`config.mk`:
```
export PLATFORM = sky130hd
export DESIGN_NAME = aprep_ram
export DESIGN_NICKNAME = d
export VERILOG_FILES = /design/src/design/assert_macros.svh /design/src/design/aprep_ram.sv
export SDC_FILE = /design/constraint.sdc
export NUM_CORES = 1
export LEC_CHECK = 0
export BUFFER_PORTS_ARGS = -buffer_cell sky130_fd_sc_hd__buf_2
export CAP_MARGIN = 0
export CORE_MARGIN = 2
export CORE_UTILIZATION = 65
export CTS_CLUSTER_DIAMETER = 80
export DETAILED_ROUTE_END_ITERATION = 7
export GPL_ROUTABILITY_DRIVEN = 0
export PLACE_DENSITY = 0.84
export SKIP_LAST_GASP = 1
export SYNTH_ARGS = -nofsm -noshare
export SYNTH_HDL_FRONTEND = slang
export SYNTH_SLANG_ARGS = --single-unit
export TNS_END_PERCENT = 10
```
`constraint.sdc`:
```
create_clock -name clock -period 3 [get_ports clock]
set_input_delay 0.15 -clock clock [delete_from_list [all_inputs] [get_ports clock]]
set_output_delay 0.15 -clock clock [all_outputs]
set_load 0.1 [all_outputs]
```
`src/design/assert_macros.svh`:
```
// Assertion helpers for the page replacement unit.
`ifndef ASSERT_MACROS_SVH
`define ASSERT_MACROS_SVH

`define ASSERT_IMPLIES(label, clk, rst, lhs, rhs) \
   label: assert property (@(posedge clk) disable iff (rst) (lhs) |-> (rhs)) \
      else $error("assertion failed");

`define ASSERT_NEXT(label, clk, rst, lhs, rhs) \
   label: assert property (@(posedge clk) disable iff (rst) (lhs) |=> (rhs)) \
      else $error("assertion failed");

`endif

```
`src/design/aprep_ram.sv`:
```
`default_nettype none
module aprep_ram #(
   parameter int unsigned WIDTH = 8,
   parameter int unsigned DEPTH = 16
) (
   input  wire logic                     clock,
   input  wire logic                     wr_en,
   input  wire logic [$clog2(DEPTH)-1:0] wr_addr,
   input  wire logic [WIDTH-1:0]         wr_data,
   input  wire logic [$clog2(DEPTH)-1:0] rd_addr,
   output logic      [WIDTH-1:0]         rd_data
);
   logic [WIDTH-1:0] mem [DEPTH];

   always_ff @(posedge clock) begin
      if (wr_en) begin
         mem[wr_addr] <= wr_data;
      end
      rd_data <= mem[rd_addr];
   end
endmodule
`default_nettype wire

```
==> results_dict.tcl <==
set metrics [dict create \
    rsz0062_at_grt "false" \
    syn_area_per_cell_um2 22.5 \
    irDropWorstVdd_mv 0.448 \
    worstMarginPinSlew_ps 1060 \
    dp_hpwl_mm 5.72 \
    gr-total-overflow 0 \
    finalCritPeriodShare_pct 48.1 \
    clkSlewWorstSetupHoldPaths_ps 60 \
    whs_endpoint "mem[5][3]" \
    final_cell_mix "128 x edfxtp_1, 25 x buf_2, 18 x mux4_2" \
    io_pins 26 \
    synth_top_area_cell "edfxtp_1" \
    h-tree-depth 4 \
    vias 2486 \
    slew_violations 0 \
    wl_per_cell_um 26.3 \
    clock_latency_ps 500 \
    synth-warning-count 0 \
    fin_area_um2 5930 \
    whs_path_depth 1 \
    drc 0 \
    whs_ps 28.1 \
    drive_gt1_share_pct 27.4 \
    powerDensity_nw_per_um2 738 \
    netlist-cell-type-count 19 \
    grt_first_pass_wirelength_mm 15.0 \
    num-nets-final 288 \
    finalHoldViolCount 0 \
    grt_usage_pct 25.4 \
    status "finished clean" \
    ys_ff_latch 136 \
    wirelength_mm 10.1 \
    rows 32 \
    slowest_stage "mux4_1" \
    min_from "wr_data[3]" \
    max_freq_ghz 0.693 \
    p_leak_nw 2.01 \
    ys_top_cells_by_area "edfxtp_1 75%, mux4_2 7.9%, mux4_1 7.1%" \
    cts_setup_buffers 0 \
    viasPerCell 6.49 \
    core_um2 7690 \
    die_y_um 93.0 \
    max-slew-margin-rel_pct 29.2 \
    start_kind "register" \
    setup-tns-final_ps 0 \
    final_core_util_pct 77.2 \
    io_buffers 25 \
    crit_start "mem[1][2]" \
    yosysTopAreaCellShare_pct 74.7 \
    diodes 0 \
    clockRootBuffer "clkbuf_8" \
    die_w_um 93.0 \
    final_antenna_net_count 0 \
    postSynthNetCount 247 \
    end_kind "register" \
    slowest_delay_ps 520 \
    holdBufCountCts 0 \
    grt_start_max_net_pins 33 \
    rrSetupSlack_ps 1560 \
    worstPathArrival_ps 1830 \
    final_common_cell "edfxtp_1" \
    drv_cap 0 \
    synthCells 229 \
    grt_pass1_vias 2623 \
    first_pass_iters 4 \
    cts_tree "done" \
    cts_sinks 136 \
    worstPathMaxFanout 1 \
    finalClockSkew_ps 7.42 \
    cts_buffer_depth 2 \
    drtIter0Drc 306 \
    hold_path.class "in -> reg" \
    ctsResizeCount 0 \
    grt_antenna_before_repair 0 \
    cp_num_buf_inv 0 \
    cts_buffers 17 \
    power_mw 4.38 \
    r2r_cells 3 \
    synth_area_um2 5150 \
    start_util_pct 67.0 \
    rr_endpoint "rd_data[2]" \
    path_cells "mux4_1 > a22oi_1 > nand2_1" \
    required_ps 3380 \
    regToRegStartpoint "mem[1][2]" \
    crit_type "reg -> reg" \
    floorplan.die_area_um2 8650 \
    dpl_cell_area_um2 5380 \
    critical-path-top-delay-family "multiplexers" \
    report.final.setup_viol 0 \
    seq_area_frac_synth_pct 77.8 \
    syn_to_final_growth_pct 15.3 \
    min_period_ps 1440 \
]
layout make-up:
class	count	area [um^2]
repair buffers	32	190
multi-input cells	83	1060
flip-flops and latches	136	4000
clock inverters	10	130
well taps	102	128
fillers	411	1750
clock buffers	20	425
state kept, by name (all words and copies together), names as in the netlist:
name and count:
mem 128, rd_data 8
per-stage QoR:
stage | instances | setup WS (ps)
floorplan | 229 | 1360
global placement | 353 | 1340
detailed placement | 353 | 1250
CTS | 383 | 1560
global route | 383 | 1530
finish | 383 | 1560
synth_stat cells:
library cell     number
nor2_1               13
edfxtp_1            128
and2_1                1
buf_6                 3
buf_4                 1
dfxtp_1               8
and2b_1               1
nor3_1                4
nand3b_1              2
nor2b_1               1
buf_2                 3
nand3_1               1
mux4_2               18
clkdlybuf4s25_2       3
mux4_1               14
or3b_2                1
a22oi_1              16
nand2_1               9
nand2b_1              2
routing by layer:
layer / global-route usage, % / wire, um / vias up
met2: 38.8 / 4990 / 129
met3: 8.78 / 929 / 22
li1: - / - / 1057
met5: 0 / 0 / -
met4: 10.0 / 200 / 0
met1: 34.5 / 3940 / 1278
worst reg2reg max path, delay by kind of cell (launching register included):
family	cells	cell delay, ps
flops	1	380
simple gates	1	100
compound gates	1	320
mux	1	520
how the worst max path moves through the flow:
stage | to | depth (start not counted) | slack [ps]
after floorplan | mem[0][0] | 2 | 1360
after global placement | rd_data[1] | 4 | 1340
after detailed placement | mem[2][2] | 3 | 1250
after CTS | rd_data[2] | 3 | 1560
after global routing | rd_data[2] | 3 | 1530
final | rd_data[2] | 3 | 1560
power by group:
part | internal [mW] | total (mW) | switching (mW)
logic | 0.0799 | 0.282 | 0.203
registers | 2.13 | 2.14 | 0.0120
clock network | 1.25 | 1.96 | 0.715
total | 3.45 | 4.38 | 0.929
kinds of logic (layout without fill, tap and decap cells):
group                  Yosys count  after routing  share of synthesized area, %
DFF                            136            136                          77.8
and+or+nand+nor                 35             35                          3.18
muxes                           32             32                          15.0
AOI/OAI and AO/OA               16             16                          2.33
buffers and inverters           10             62                          1.68
Power figures use the tool's default switching activity.
